### src/hw/rtl/assert_macros.svh
// ----------------------------------------------------------------------------
// Assertion macros
// Concurrent assertion wrappers clocked on clk, disabled while arst_n is low.
// ----------------------------------------------------------------------------
`ifndef ASSERT_MACROS_SVH
`define ASSERT_MACROS_SVH
`ifndef ASSERT_OFF
`define ASSERT_ALWAYS(label, expr) \
	label: assert property (@(posedge clk) disable iff (!arst_n) (expr)) \
		else $error("assertion failed");
`define ASSERT_IMPLIES(label, ante, cons) \
	label: assert property (@(posedge clk) disable iff (!arst_n) (ante) |-> (cons)) \
		else $error("assertion failed");
`else
`define ASSERT_ALWAYS(label, expr)
`define ASSERT_IMPLIES(label, ante, cons)
`endif
`endif

### src/hw/rtl/ptg_pkg.sv
// ----------------------------------------------------------------------------
// Pixel to ground projection package
// Shared constants, register indexes and CORDIC tables.
// ----------------------------------------------------------------------------
package ptg_pkg;

	localparam int IMAGE_WIDTH  = 320;
	localparam int IMAGE_HEIGHT = 240;
	localparam int CENTER_COL   = (IMAGE_WIDTH + 1) / 2;
	localparam int CENTER_ROW   = (IMAGE_HEIGHT + 1) / 2;

	localparam int LINK_A        = 114;
	localparam int LINK_B        = 97;
	localparam int BEND_ANGLE    = 5461;
	localparam int TILT_BASE     = 49152;
	localparam int CORDIC_GAIN   = 652032874;
	localparam int CORDIC_STEPS  = 15;
	localparam int HORIZON_LIMIT = 1048576;
	localparam int MAG_MAX       = 1073741824;
	localparam int DIV_STEPS     = 31;
	localparam int DIV_INIT_REM  = 1 << (50 - DIV_STEPS);

	localparam int ANG_W  = 16;
	localparam int TRIG_W = 17;
	localparam int AT_IN_W = 18;
	localparam int CR_W   = 33;
	localparam int CZ_W   = 18;

	localparam int OUT_MAX = 32767;
	localparam int OUT_MIN = -32768;

	localparam int CFG_IDX_W  = 8;
	localparam int CFG_DATA_W = 14;
	localparam logic [CFG_IDX_W-1:0] REG_NECK_HEIGHT      = 8'd0;
	localparam logic [CFG_IDX_W-1:0] REG_FOCAL_VERTICAL   = 8'd1;
	localparam logic [CFG_IDX_W-1:0] REG_FOCAL_HORIZONTAL = 8'd2;
	localparam logic [CFG_IDX_W-1:0] REG_LATERAL_OFFSET   = 8'd3;

	localparam logic [11:0] NECK_HEIGHT_RST = 12'd1872;
	localparam logic [13:0] FOCAL_V_RST     = 14'd6260;
	localparam logic [13:0] FOCAL_H_RST     = 14'd5982;

	localparam logic [1:0] QUAD_I   = 2'd0;
	localparam logic [1:0] QUAD_II  = 2'd1;
	localparam logic [1:0] QUAD_III = 2'd2;

	localparam logic [13:0] ARC_STEP [CORDIC_STEPS] = '{
		14'd8192, 14'd4836, 14'd2555, 14'd1297, 14'd651, 14'd326, 14'd163, 14'd81,
		14'd41, 14'd20, 14'd10, 14'd5, 14'd3, 14'd1, 14'd1
	};

endpackage

### src/hw/rtl/ptg_atan2.sv
// ----------------------------------------------------------------------------
// Pipelined CORDIC arctangent
// Vectoring mode, one step per stage plus an output stage.
// ----------------------------------------------------------------------------
module ptg_atan2 (
	input  logic                                 clk,
	input  logic                                 en,
	input  logic signed [ptg_pkg::AT_IN_W-1:0]   yin,
	input  logic [13:0]                          xin,
	output logic [ptg_pkg::ANG_W-1:0]            ang
);
	localparam int N  = ptg_pkg::CORDIC_STEPS;
	localparam int XW = ptg_pkg::CR_W;
	localparam int ZW = ptg_pkg::CZ_W;

	logic signed [XW-1:0] x_s [N];
	logic signed [XW-1:0] y_s [N];
	logic signed [ZW-1:0] z_s [N];
	logic                 zero_s [N];

	genvar i;
	for (i = 0; i < N; i++) begin : g_iter
		logic signed [XW-1:0] xp, yp;
		logic signed [ZW-1:0] zp;
		logic                 zf;
		logic                 pos;
		if (i == 0) begin : g_first
			assign xp = XW'($signed({1'b0, xin})) <<< 12;
			assign yp = XW'(yin) <<< 12;
			assign zp = '0;
			assign zf = (yin == '0);
		end else begin : g_next
			assign xp = x_s[i-1];
			assign yp = y_s[i-1];
			assign zp = z_s[i-1];
			assign zf = zero_s[i-1];
		end
		assign pos = !yp[XW-1] && (yp != '0);
		always_ff @(posedge clk) begin
			if (en) begin
				if (pos) begin
					x_s[i] <= xp + (yp >>> i);
					y_s[i] <= yp - (xp >>> i);
					z_s[i] <= zp + ZW'(ptg_pkg::ARC_STEP[i]);
				end else begin
					x_s[i] <= xp - (yp >>> i);
					y_s[i] <= yp + (xp >>> i);
					z_s[i] <= zp - ZW'(ptg_pkg::ARC_STEP[i]);
				end
				zero_s[i] <= zf;
			end
		end
	end

	// a zero offset gives angle zero whatever the focal length
	always_ff @(posedge clk) begin
		if (en) begin
			ang <= zero_s[N-1] ? '0 : z_s[N-1][ptg_pkg::ANG_W-1:0];
		end
	end

endmodule

### config.mk
export PLATFORM = sky130hd
export DESIGN_NAME = ptg_atan2
export DESIGN_NICKNAME = d
export VERILOG_FILES = /design/src/hw/rtl/assert_macros.svh /design/src/hw/rtl/ptg_pkg.sv /design/src/hw/rtl/ptg_atan2.sv
export SDC_FILE = /design/constraint.sdc
export NUM_CORES = 2
export LEC_CHECK = 0
export ABC_AREA = 0
export BUFFER_PORTS_ARGS = -buffer_cell sky130_fd_sc_hd__buf_2
export CAP_MARGIN = 20
export CORE_ASPECT_RATIO = 0.75
export CORE_MARGIN = 1
export CORE_UTILIZATION = 60
export CTS_BUF_LIST = sky130_fd_sc_hd__clkbuf_8
export CTS_CLUSTER_SIZE = 28
export DETAILED_ROUTE_END_ITERATION = 10
export PLACE_DENSITY_LB_ADDON = 0.2
export RECOVER_POWER = 100
export SETUP_SLACK_MARGIN = 0.2
export SLEW_MARGIN = 20
export SYNTH_ARGS = -nofsm -noshare
export SYNTH_HDL_FRONTEND = slang
export SYNTH_SLANG_ARGS = --single-unit
### constraint.sdc
create_clock -name clk -period 6.5 [get_ports clk]
set_input_delay 0.325 -clock clk [delete_from_list [all_inputs] [get_ports clk]]
set_output_delay 0.325 -clock clk [all_outputs]
set_load 0.03 [all_outputs]
Word-level counts from Yosys, hierarchy flattened:

Memories as Yosys holds them, arrays and structs flattened. A register that Yosys moved wholly into a read port is not among the register bits.
Cells that the tools add are included.

* bits in registers: 0
* logic and storage cells: 319
* RAM bits: 1275
* memories kept: 4

Memories
* x_s: words 15, width 33, rd ports 14, clocked after memory_dff 0, wr ports 15, line ptg_atan2.sv:16 `logic signed [XW-1:0] x_s [N];`
* y_s: words 15, width 33, rd ports 14, clocked after memory_dff 0, wr ports 15, line ptg_atan2.sv:17 `logic signed [XW-1:0] y_s [N];`
* z_s: words 15, width 18, rd ports 15, clocked after memory_dff 1, wr ports 15, line ptg_atan2.sv:18 `logic signed [ZW-1:0] z_s [N];`
* zero_s: words 15, width 1, rd ports 15, clocked after memory_dff 0, wr ports 15, line ptg_atan2.sv:19 `logic zero_s [N];`

* muxes and demuxes: 137
* bitwise gates (word level): 45
* add/subtract/negate cells: 87
* reductions and logical operators: 46

Operator list (count)
* 33-bit two-way mux: 30
* 33-bit nonzero test: 15
* 18-bit two-way mux: 15
* 1-bit two-way mux: 92
* 33-bit by 19-bit adder with 33-bit output: 2
* 33-bit by 20-bit adder with 33-bit output: 2
* 33-bit by 21-bit adder with 33-bit output: 2
* 33-bit by 22-bit adder with 33-bit output: 2
* 33-bit by 23-bit adder with 33-bit output: 2
* 33-bit by 24-bit adder with 33-bit output: 2
* 33-bit by 25-bit adder with 33-bit output: 2
* 33-bit by 26-bit adder with 33-bit output: 2
* 33-bit by 27-bit adder with 33-bit output: 2
* 33-bit by 28-bit adder with 33-bit output: 2
* 33-bit by 29-bit adder with 33-bit output: 2
* 33-bit by 30-bit adder with 33-bit output: 2
* 33-bit by 31-bit adder with 33-bit output: 2
* 33-bit by 32-bit adder with 33-bit output: 2
* 33-bit by 19-bit subtractor with 33-bit output: 2
* 33-bit by 20-bit subtractor with 33-bit output: 2
* 33-bit by 21-bit subtractor with 33-bit output: 2
* 33-bit by 22-bit subtractor with 33-bit output: 2
* 33-bit by 23-bit subtractor with 33-bit output: 2
* 33-bit by 24-bit subtractor with 33-bit output: 2
* other kinds (41): 123

Logic depth before layout (Yosys ltp):

An unclocked memory read counts as a cell.

* depth after elaboration: 7
* depth in mapped cells: 28

Worst setup path after synthesis:

OpenSTA, ideal clock, no wires.

* kind: register -> register
* start point: memory y_s[0][246] (netlist bit)
* end point: memory y_s[1][32] (netlist bit) (data pin)
* path buffers: 2
* arrival: 5867 ps
* cell stages (with the launch flop): 26
* period minus slack after synthesis: 6127 ps
* library setup time: 259 ps
* slack: 373 ps
* cell sequence: edfxtp_1 -> or4_1 -> nor4_2 -> nand2b_1 -> or4_1 -> nor3_2 -> nand3b_1 -> or2_1 -> and2_1 -> clkbuf_1 -> inv_2 -> buf_4 -> nor2_1 -> xor2_1 -> ha_1 -> nor2b_1 -> o21ai_0 -> a21boi_0 -> o311a_1 -> o31a_1 -> o41ai_1 -> o21ba_2 -> o21a_1 -> o211ai_1 -> a21oi_1 -> xnor2_1

RTL lines (line)
* start, declared: ptg_atan2.sv:17

==> metrics.md <==
| Metric | Value |
|---|---|
| Status | `finished with violations` |
| Failing checks | `max-capacitance violations, max-slew violations` |
| Core footprint | `141000 um2` |
| Clk buf depth | `3` |
| WHS | `90.0 ps` |
| Final ANT Viol Nets | `0` |
| Vias per cell | `6.21` |
| Most used flip-flop cell after synthesis | `edfxtp_1` |
| Synthesized area | `roughly 86000 um2` |
| Leading area contributor after synthesis | `edfxtp_1` |
| GPL Wtd Cong | `0.988` |
| CTS tree | `built` |
| DIE WIDTH | `439 um` |
| Hold Vio Cnt, Final | `0` |
| Kind of critical path | `primary input to flop` |
| IO Pins | `50` |
| Worst slew pin tran | `approximately 3100 ps` |
| Yosys reg bits | `1017` |
| Total CTS buffers | `166` |
| Worst setup SP type | `primary input` |
| H-tree levels | `4` |
| Post-synth EDFFs | `between 1000 and 1500` |
| Top cells by area, synth | `edfxtp_1 (35%), ha_1 (14%), xnor2_1 (9.0%)` |
| Worst path required time | `7210 ps` |
| Syn Area/Cell | `9.50 um2` |
| Worst-path clk slew | `about 60 ps` |
| Height of the chip | `around 330 um` |
| HP Class | `primary input to flop` |
| Via count | `70300` |
| DRC marker count from the first detailed-route iteration | `7099` |
| Tmin final | `6180 ps` |
| Post-synthesis sequential area ratio | `35.5%` |
| Grt ovf | `0` |
| Post-synth ARST share | `0%` |
| Sequential cell area | `30500 um2` |
| Relative slew slack | `-109%` |
| Post-synth top area share | `a little over a third` |
| Setup repair after global routing missed its margin | `true` |
| # fillers | `11400` |
| CTS root buf | `clkbuf_8` |
| Post-Syn Nets | `10100` |
| Layout cell share with drive strength beyond 1 | `6.51%` |
| Yosys cell types | `91` |
| Final WL | `235 mm` |
| Fin area | `93500 um2` |
| DR DRC count | `0` |
| Pins over their slew limit | `582` |
| Vias in the first global route | `roughly 65000` |
| Top-count cell post-synth | `edfxtp_1` |
| Setup violations, final | `0` |
| Worst skew pair latency | `970 ps` |
| Largest net degree at the start of global routing | `between 100 and 150` |
| Area occupied by multi-input gates | `53500 um2` |
| Wire per inst | `20.7 um` |
| Area Overhead vs Synth | `8.69%` |
| Yosys Warn Count | `0` |
| Die ar. | `~140000 um2` |
| Pre-Repair DR Iteration Count | `6` |
| CP max FO | `44` |
| Worst Path Arrival | `6890 ps` |
| Final period util | `around 95%` |
| Clock sinks | `approximately 1000` |
| Tot GR Track Use | `31.6%` |
| Starting Density | `60.9%` |
| DP HPWL | `approximately 190 mm` |
| Post-Syn Instances | `9054` |
| Row count | `approximately 120` |
| Most frequent cells after synthesis | `edfxtp_1 (1017), ha_1 (972), xnor2_1 (885)` |
| Global-route wire length before repair | `363 mm` |
| CP endpoint kind | `flop` |
| Initial antenna violation count | `8` |
| Setup Skew | `62.0 ps` |
| Max-cap check violation count | `10` |
| I/O Buffers | `48` |
| Peak Freq | `162 MHz` |
| Placed instance area | `89200 um2` |
| Nets | `10300` |
==> logic make-up after synthesis <==
kind of cell | after synthesis | share of synthesized area, %
AO/OA/AOI/OAI | 2541 | 18.8
AND/OR/NAND/NOR | 2455 | 13.8
XOR/XNOR | 1328 | 13.5
flip-flops | 1017 | 35.5
adder cells (fa/ha/maj) | 1004 | 14.9
buffers and inverters | 654 | 2.87
multiplexers | 54 | 0.663
other | 1 | 0.00436
==> repair_timing <==
item,4_1_cts,5_1_grt
setup buffers,0,25
gates cloned,0,1
hold endpoints to repair,53,0
pin swaps,1,10
hold buffers,22,0
gates resized for setup,6,123
setup endpoints to repair,8,167
==> worst max-delay path: stages <==
cell           delay (ps)
dlygate4sd3_1         570
buf_8                 340
clkbuf_1             1070
o21a_1                480
buf_4                 320
nor2_1                 80
xor2_1                140
ha_1                  310
nor2b_1               140
o21ai_0               190
a21boi_0              150
o21ai_0               370
a211oi_1              220
o2111ai_1             400
a21oi_1               210
o41ai_1               790
o21ai_0               230
a21oi_1               240
xnor2_1               100
==> layer usage <==
metal  vias up  wire length (um)  global-route usage, %
li1      33900                 -                      -
met1     33500            110000                   47.9
met2      2656             98100                   45.9
met3       269             23500                   7.31
met4         2              3400                   6.04
met5         -                13                      0
==> state kept, by name, indices dropped and copies added (netlist names) <==
register / cells
ang: 15
x_s: 373
y_s: 416
z_s: 198
zero_s: 15
==> cell type report <==
class                      instances  share of cell area [%]
timing repair buffer             243                    1.86
clock buffer                     168                    2.47
clock inverter                   139                    1.28
antenna                            4                  0.0107
multi-input combinational       7383                    57.2
sequential                      1017                    32.6
tap                             1875                    2.51
timing repair inverter             1                 0.00535
inverter                         496                    2.01
==> path summary, 6_finish.rpt <==
path                start           end  slack [ps]  depth (start not counted)
max                    en   y_s[1][197]         320                         19
min                xin[6]    x_s[0][18]          90                          3
max reg2reg    y_s[0][48]    y_s[0][97]         370                         24
min reg2reg  zero_s[1][1]  zero_s[1][2]         410                          0
==> cell usage in the layout (no fill, tap or decap), types with 116 or more instances in the layout <==
cell and instances:
xor2_1 443, o31ai_1 116, nor3_1 244, xnor2_1 885, nand2_1 513, edfxtp_1 1017, nor2_1 752, o21a_1 133
buf_4 146, nand2b_1 134, o21ai_0 544, nor2b_1 139, a21oi_1 745, ha_1 972, clkbuf_8 168, inv_1 524
a21o_1 315, nand3_1 155
==> through the flow <==
step	utilization (%)	setup TNS (ps)	worst slack, ps	cells
after global routing	66.2	0	35.3	11300
after CTS	65.8	0	200	11300
final	66.2	0	316	11300
after global placement	63.1	0	118	11000
after detailed placement	63.1	-97.1	-82.7	11000
after floorplan	-	0	373	9054
Power is left out: the tool's default activity adds up to more than one toggle a clock period on the data nets, which glitch-free logic cannot reach.
