$ cat src/hw/rtl/assert_macros.svh
// ----------------------------------------------------------------------------
// Assertion macros
// Concurrent assertion wrappers clocked on clk, disabled while arst_n is low.
// ----------------------------------------------------------------------------
`ifndef ASSERT_MACROS_SVH
`define ASSERT_MACROS_SVH
`ifndef ASSERT_OFF
`define ASSERT_ALWAYS(label, expr) \
	label: assert property (@(posedge clk) disable iff (!arst_n) (expr)) \
		else $error("assertion failed");
`define ASSERT_IMPLIES(label, ante, cons) \
	label: assert property (@(posedge clk) disable iff (!arst_n) (ante) |-> (cons)) \
		else $error("assertion failed");
`else
`define ASSERT_ALWAYS(label, expr)
`define ASSERT_IMPLIES(label, ante, cons)
`endif
`endif

$ cat src/hw/rtl/ptg_pkg.sv
// ----------------------------------------------------------------------------
// Pixel to ground projection package
// Shared constants, register indexes and CORDIC tables.
// ----------------------------------------------------------------------------
package ptg_pkg;

	localparam int IMAGE_WIDTH  = 320;
	localparam int IMAGE_HEIGHT = 240;
	localparam int CENTER_COL   = (IMAGE_WIDTH + 1) / 2;
	localparam int CENTER_ROW   = (IMAGE_HEIGHT + 1) / 2;

	localparam int LINK_A        = 114;
	localparam int LINK_B        = 97;
	localparam int BEND_ANGLE    = 5461;
	localparam int TILT_BASE     = 49152;
	localparam int CORDIC_GAIN   = 652032874;
	localparam int CORDIC_STEPS  = 15;
	localparam int HORIZON_LIMIT = 1048576;
	localparam int MAG_MAX       = 1073741824;
	localparam int DIV_STEPS     = 31;
	localparam int DIV_INIT_REM  = 1 << (50 - DIV_STEPS);

	localparam int ANG_W  = 16;
	localparam int TRIG_W = 17;
	localparam int AT_IN_W = 18;
	localparam int CR_W   = 33;
	localparam int CZ_W   = 18;

	localparam int OUT_MAX = 32767;
	localparam int OUT_MIN = -32768;

	localparam int CFG_IDX_W  = 8;
	localparam int CFG_DATA_W = 14;
	localparam logic [CFG_IDX_W-1:0] REG_NECK_HEIGHT      = 8'd0;
	localparam logic [CFG_IDX_W-1:0] REG_FOCAL_VERTICAL   = 8'd1;
	localparam logic [CFG_IDX_W-1:0] REG_FOCAL_HORIZONTAL = 8'd2;
	localparam logic [CFG_IDX_W-1:0] REG_LATERAL_OFFSET   = 8'd3;

	localparam logic [11:0] NECK_HEIGHT_RST = 12'd1872;
	localparam logic [13:0] FOCAL_V_RST     = 14'd6260;
	localparam logic [13:0] FOCAL_H_RST     = 14'd5982;

	localparam logic [1:0] QUAD_I   = 2'd0;
	localparam logic [1:0] QUAD_II  = 2'd1;
	localparam logic [1:0] QUAD_III = 2'd2;

	localparam logic [13:0] ARC_STEP [CORDIC_STEPS] = '{
		14'd8192, 14'd4836, 14'd2555, 14'd1297, 14'd651, 14'd326, 14'd163, 14'd81,
		14'd41, 14'd20, 14'd10, 14'd5, 14'd3, 14'd1, 14'd1
	};

endpackage

$ cat src/hw/rtl/ptg_sincos.sv
// ----------------------------------------------------------------------------
// Pipelined CORDIC sine and cosine
// One rotation step per stage plus a rounding and quadrant stage.
// ----------------------------------------------------------------------------
module ptg_sincos (
	input  logic                                clk,
	input  logic                                en,
	input  logic [ptg_pkg::ANG_W-1:0]           ang,
	output logic signed [ptg_pkg::TRIG_W-1:0]   cos_val,
	output logic signed [ptg_pkg::TRIG_W-1:0]   sin_val
);
	localparam int N  = ptg_pkg::CORDIC_STEPS;
	localparam int XW = ptg_pkg::CR_W;
	localparam int ZW = ptg_pkg::CZ_W;
	localparam int TW = ptg_pkg::TRIG_W;

	logic signed [XW-1:0] x_s [N];
	logic signed [XW-1:0] y_s [N];
	logic signed [ZW-1:0] z_s [N];
	logic [1:0]           q_s [N];
	logic signed [TW-1:0] cc, ss;

	function automatic logic signed [TW-1:0] to_q15(input logic signed [XW-1:0] v);
		logic signed [XW-1:0] r;
		r = (v + XW'(16384)) >>> 15;
		if (r > XW'(32768))
			return TW'(32768);
		if (r < -XW'(32768))
			return -TW'(32768);
		return TW'(r);
	endfunction

	genvar i;
	for (i = 0; i < N; i++) begin : g_iter
		logic signed [XW-1:0] xp, yp;
		logic signed [ZW-1:0] zp;
		logic [1:0]           qp;
		if (i == 0) begin : g_first
			assign xp = XW'(ptg_pkg::CORDIC_GAIN);
			assign yp = '0;
			assign zp = ZW'({1'b0, ang[ptg_pkg::ANG_W-3:0]});
			assign qp = ang[ptg_pkg::ANG_W-1 -: 2];
		end else begin : g_next
			assign xp = x_s[i-1];
			assign yp = y_s[i-1];
			assign zp = z_s[i-1];
			assign qp = q_s[i-1];
		end
		always_ff @(posedge clk) begin
			if (en) begin
				if (!zp[ZW-1]) begin
					x_s[i] <= xp - (yp >>> i);
					y_s[i] <= yp + (xp >>> i);
					z_s[i] <= zp - ZW'(ptg_pkg::ARC_STEP[i]);
				end else begin
					x_s[i] <= xp + (yp >>> i);
					y_s[i] <= yp - (xp >>> i);
					z_s[i] <= zp + ZW'(ptg_pkg::ARC_STEP[i]);
				end
				q_s[i] <= qp;
			end
		end
	end

	always_comb begin
		cc = to_q15(x_s[N-1]);
		ss = to_q15(y_s[N-1]);
	end

	always_ff @(posedge clk) begin
		if (en) begin
			case (q_s[N-1])
				ptg_pkg::QUAD_I: begin
					cos_val <= cc;
					sin_val <= ss;
				end
				ptg_pkg::QUAD_II: begin
					cos_val <= -ss;
					sin_val <= cc;
				end
				ptg_pkg::QUAD_III: begin
					cos_val <= -cc;
					sin_val <= -ss;
				end
				default: begin
					cos_val <= ss;
					sin_val <= -cc;
				end
			endcase
		end
	end

endmodule

$ cat config.mk
export PLATFORM = sky130hd
export DESIGN_NAME = ptg_sincos
export DESIGN_NICKNAME = d
export VERILOG_FILES = /design/src/hw/rtl/assert_macros.svh /design/src/hw/rtl/ptg_pkg.sv /design/src/hw/rtl/ptg_sincos.sv
export SDC_FILE = /design/constraint.sdc
export NUM_CORES = 2
export LEC_CHECK = 0
export BUFFER_PORTS_ARGS = -buffer_cell sky130_fd_sc_hd__buf_2
export CAP_MARGIN = 10
export CORE_UTILIZATION = 60
export CTS_BUF_LIST = sky130_fd_sc_hd__clkbuf_4
export DETAILED_ROUTE_END_ITERATION = 10
export PLACE_DENSITY = 0.85
export SYNTH_ARGS = -nofsm -noshare
export SYNTH_HDL_FRONTEND = slang
export SYNTH_SLANG_ARGS = --single-unit
$ cat constraint.sdc
create_clock -name clk -period 5.91 [get_ports clk]
set_input_delay 0.8865 -clock clk [delete_from_list [all_inputs] [get_ports clk]]
set_output_delay 0.8865 -clock clk [all_outputs]
set_load 0.005 [all_outputs]
* After elaboration in Yosys (flattened, before gate mapping)
Memory sizes are Yosys's and may differ from the RTL's. Cells that the tools add are included.
Word-level totals: register bits 34, memories kept 4, RAM bits 1290
Memories:
- x_s | words 15, bits a word 33, read ports 15, clocked after Yosys merged registers in 0, wr ports 15, line ptg_sincos.sv:17 | logic signed [XW-1:0] x_s [N];
- y_s | words 15, bits a word 33, read ports 15, clocked after Yosys merged registers in 0, wr ports 15, line ptg_sincos.sv:18 | logic signed [XW-1:0] y_s [N];
- z_s | words 15, bits a word 18, read ports 14, clocked after Yosys merged registers in 0, wr ports 15, line ptg_sincos.sv:19 | logic signed [ZW-1:0] z_s [N];
- q_s | words 15, bits a word 2, read ports 15, clocked after Yosys merged registers in 0, wr ports 15, line ptg_sincos.sv:20 | logic [1:0] q_s [N];
Cells by class: reductions and logical operators 1, $lt $le $gt $ge 4, muxes and demuxes 144, equal/unequal tests 2, bitwise gates (word level) 42, $add $sub $neg 89
Operators with widths (count):
- $mux W33 | 28
- $mux W18 | 14
- $mux W17 | 8
- $pmux W17 S3 | 2
- $mux W1 | 92
- $add A33 B16 Y33 const B | 2
- $add A33 B19 Y33 | 2
- $add A33 B20 Y33 | 2
- $add A33 B21 Y33 | 2
- $add A33 B22 Y33 | 2
- $add A33 B23 Y33 | 2
- $add A33 B24 Y33 | 2
- $add A33 B25 Y33 | 2
- $add A33 B26 Y33 | 2
- $add A33 B27 Y33 | 2
- $add A33 B28 Y33 | 2
- $add A33 B29 Y33 | 2
- $add A33 B30 Y33 | 2
- $add A33 B31 Y33 | 2
- $add A33 B32 Y33 | 2
- $sub A33 B19 Y33 | 2
- $sub A33 B20 Y33 | 2
- $sub A33 B21 Y33 | 2
- $sub A33 B22 Y33 | 2
- 44 further kinds | 100

* Longest topological paths before layout
An unclocked memory read counts as a cell.
depth in word-level cells 9, gate-level depth with buffers 20, gate-level depth less buffers 20

* Least setup slack after synthesis
No wires, ideal clock.
kind input -> register, start input en, end memory x_s[0][228] (netlist name) (data pin), path slack 615 ps, buffers on the path 3, arrival 5037 ps, setup time 258 ps, data required time 5652 ps, stages 16, cells stage by stage clkbuf_1 > clkbuf_1 > nand2_1 > clkbuf_1 > o21ai_0 > fa_1 > a211o_1 > a2111oi_0 > o211ai_1 > a211oi_1 > o31ai_1 > a31oi_1 > o21ai_0 > o21a_1 > nor2_1 > xnor2_1
RTL lines:
- start: declaration | line ptg_sincos.sv:7 | input logic en,
- end: declaration | line ptg_sincos.sv:17

==> results by group <==
Run status
  • Run status: finished, final reports clean

Worst setup path
  • Startpoint class of the critical path: register
  • Setup crit end kind: register
  • Endpoint arrival time on the critical path: 6.63 ns
  • Dominant delay contributor by cell family on the critical path: simple AND/OR/NAND/NOR gates
  • Reg-to-reg critical path startpoint: x_s[0][180]$_DFFE_PP_
  • Critical Setup Path Class: reg -> reg
  • Maximum cell stage delay along the critical path: 0.63 ns
  • Register-to-Register Path Depth: 16
  • Crit-path cells: or4_1 -> or3_1 -> or2_1 -> or3_1 -> or4_1 -> o21ai_0 -> xor2_1 -> ha_1 -> and3_1 -> nand3_1 -> nor2_1 -> a22oi_1 -> a21oi_1 -> a31oi_1 -> or4b_2 -> o211ai_1
  • Endpoint of the most critical register-to-register path: y_s[0][227]$_DFFE_PP_
  • CP max FO: 5
  • Register-to-register path setup slack: 0.44 ns
  • CP Data Required Time: 7.07 ns
  • Startpoint of the most critical setup path: x_s[0][180]$_DFFE_PP_
  • Slowest CP cell: or4b_2
  • Sum of buffers and inverters on the critical path: 0

Placed design
  • Count of buffers from port buffering: 51
  • Total placed cells including tap cells: 11800
  • Weighted congestion at the end of routability-driven global placement: 0.991
  • Post-DP HPWL: 194000 um
  • Worst Setup Slack post-DPL: 0.171 ns

Min path
  • Hold-critical path depth: 2
  • Endpoint of the worst hold-timing path: q_s[0][1]$_DFFE_PP_
  • HP Class: in -> reg
  • Startpoint of the lowest-slack hold path: ang[15]

Global route
  • Global-route usage over all layers: 30.7%
  • Vias in the first global route: 74500
  • Overflow left after global routing: 0
  • Largest net degree at the start of global routing: 152
  • First-pass GRT wire length: 390000 um
  • Antenna violations before repair: 8

Timing
  • Worst-case setup margin in the final layout: 0.443 ns
  • Fraction of the cycle the final worst path needs: 92.5%
  • Final critical-path required period: 5.47 ns
  • Number of pins exceeding their max-slew limit in the final report: 0
  • Max Clock Freq: 183 MHz
  • Worst relative slew slack: 27.7%
  • Total negative slack: 0 ns
  • Setup repair after global routing missed its margin: false
  • Final number of setup-violating endpoints: 0
  • Slew at the pin closest to its max-slew limit: 1.08 ns
  • Worst clock skew: 0.0971 ns
  • Hold Fails Final Rpt: 0

Clocking
  • Clock latency reported for the late side of the worst-skew pair: 1.38 ns
  • Clock slew seen by the registers of the worst setup and hold paths: 0.07 ns
  • H-tree lvl count: 5
  • Total clock buffers created by CTS: 321
  • TritonCTS sink count: 1125
  • Number of resized instances in the post-cts repair step: 0
  • Clock root buffer: clkbuf_4
  • Clock buffer depth: 4
  • Clock tree from TritonCTS: done

Cells and area
  • Share of cells above drive strength 1: 7.67%
  • Filler Cell Count: 12500
  • Final std cells w/o fill: 12400
  • Core utilization of the finished layout: 64.8%
  • Area growth from synthesis to layout: 7.31%
  • Nets@finish: 11200

Die
  • Vertical die dimension: 398 um
  • Die footprint: 159000 um^2
  • Total I/O pin count: 52
  • Core Footprint: 156000 um^2
  • Die width: 398 um
  • Starting utilization of the core area: 60.4%
  • Total number of placement rows: 145

Logic synthesis
  • Summed instance area of the synthesized netlist: 94200 um^2
  • Commonest cells in the synthesized netlist: edfxtp_1, ha_1, xnor2_1
  • Area share of the largest cell type after synthesis: 35.9%
  • Most frequent cell after synthesis: edfxtp_1
  • EDFF count, synth: 1125
  • Synth Area per Inst: 9.63 um^2
  • Count of warnings emitted by yosys: 0
  • FFs w/ async S/R, synth: 0%
  • Most area-hungry cell type in the Yosys netlist: edfxtp_1
  • Most frequently used flop master after synthesis: edfxtp_1
  • Number of distinct library cells after synthesis: 103
  • Synth Net Count: 10900
  • Leading post-synthesis cells by cell area: edfxtp_1, ha_1, xnor2_1
  • Count of mapped cells out of synthesis: 9779
  • Synth Register Bits: 1125
  • Sequential-to-total area share from yosys stat: 35.9%

Route
  • Total DRC errors in the routed layout: 0
  • Total length of routed wires: 249000 um
  • Routed vias: 77200
  • Remaining number of nets flagged by the antenna check after routing: 0
  • Drt first-iter violations: 6047
  • Vias per cell: 6.25
  • First-pass DRT Iterations: 6
  • WL/cell: 20.2 um

Flow run
  • Max-cap violations: 0
==> cell usage in the layout (no fill, tap or decap), drive strengths merged, types with 44 or more instances in the layout <==
master / instances
edfxtp: 1125
o21ai: 549
clkinv: 97
xnor2: 952
nand4: 56
ha: 1022
nand2: 517
xor2: 499
o31ai: 115
a21o: 357
a21oi: 942
nand2b: 132
or4: 44
nor2b: 108
a31oi: 97
nor2: 791
buf: 164
o21a: 141
mux2i: 58
and3: 92
and2: 73
o21bai: 124
o211ai: 48
inv: 399
a211oi: 120
clkbuf: 423
nor4: 85
mux2: 46
nor3: 258
nand3: 186
or3: 73
o41ai: 51
==> flip-flops by register name (all words and copies together), names as in the netlist <==
register,count
x_s,414
sin_val,17
y_s,416
cos_val,17
z_s,231
q_s,30
==> how the worst max path moves through the flow <==
stage / endpoint / slack [ns] / cells past startpoint
final: y_s[0][227]$_DFFE_PP_ / 0.44 / 16
after global routing: y_s[1][230]$_DFFE_PP_ / 0.0004 / 17
after CTS: y_s[0][227]$_DFFE_PP_ / 0.53 / 16
after detailed placement: x_s[1][129]$_DFFE_PP_ / 0.17 / 16
after global placement: y_s[1][131]$_DFFE_PP_ / 0.31 / 16
after floorplan: x_s[0][228]$_DFFE_PP_ / 0.62 / 16
==> area by class of cell <==
cell class                      count  area [um^2]  share of cell area [%]
Inverter                          402         1510                    1.49
Timing Repair Buffer              181         1330                    1.32
Tap cell                         2058         2570                    2.55
Multi-Input combinational cell   8055        58100                    57.5
Antenna cell                       13         32.5                  0.0322
Sequential cell                  1125        33800                    33.4
Clock inverter                     99          537                   0.531
Clock buffer                      423         3180                    3.14
==> cell families after synthesis <==
kind of cell | count (synthesis) | share of synthesized area [%]
XOR/XNOR | 1451 | 13.5
buffers and inverters | 599 | 2.42
multiplexers | 104 | 1.17
flip-flops | 1125 | 35.9
AO/OA/AOI/OAI | 2893 | 19.6
adder cells (fa/ha/maj) | 1055 | 14.3
AND/OR/NAND/NOR | 2552 | 13.2
==> stage by stage <==
| stage | area, um^2 | hold slack [ns] |
|---|---|---|
| finish | 101000 | 0.234 |
| global placement | 97200 | 0.400 |
| floorplan | 94200 | 0.400 |
| global route | 101000 | 0.188 |
| CTS | 101000 | 0.121 |
| detailed placement | 97200 | 0.405 |
==> metal layers <==
| metal | vias to the layer above | global-route usage [%] | share of wire, % |
|---|---|---|---|
| li1 | 37300 | - | - |
| met1 | 36500 | 36.7 | 40 |
| met2 | 2732 | 52.6 | 48 |
| met3 | 712 | 4.81 | 6.1 |
| met4 | 2 | 17.0 | 5.6 |
| met5 | - | 0 | 0.0056 |
==> repair_timing <==
item,CTS,global route
buffers inserted,0,0
hold buffers,17,0
hold endpoints to repair,29,0
Power is left out: the tool's default activity adds up to more than one toggle a clock period on the data nets, which glitch-free logic cannot reach.
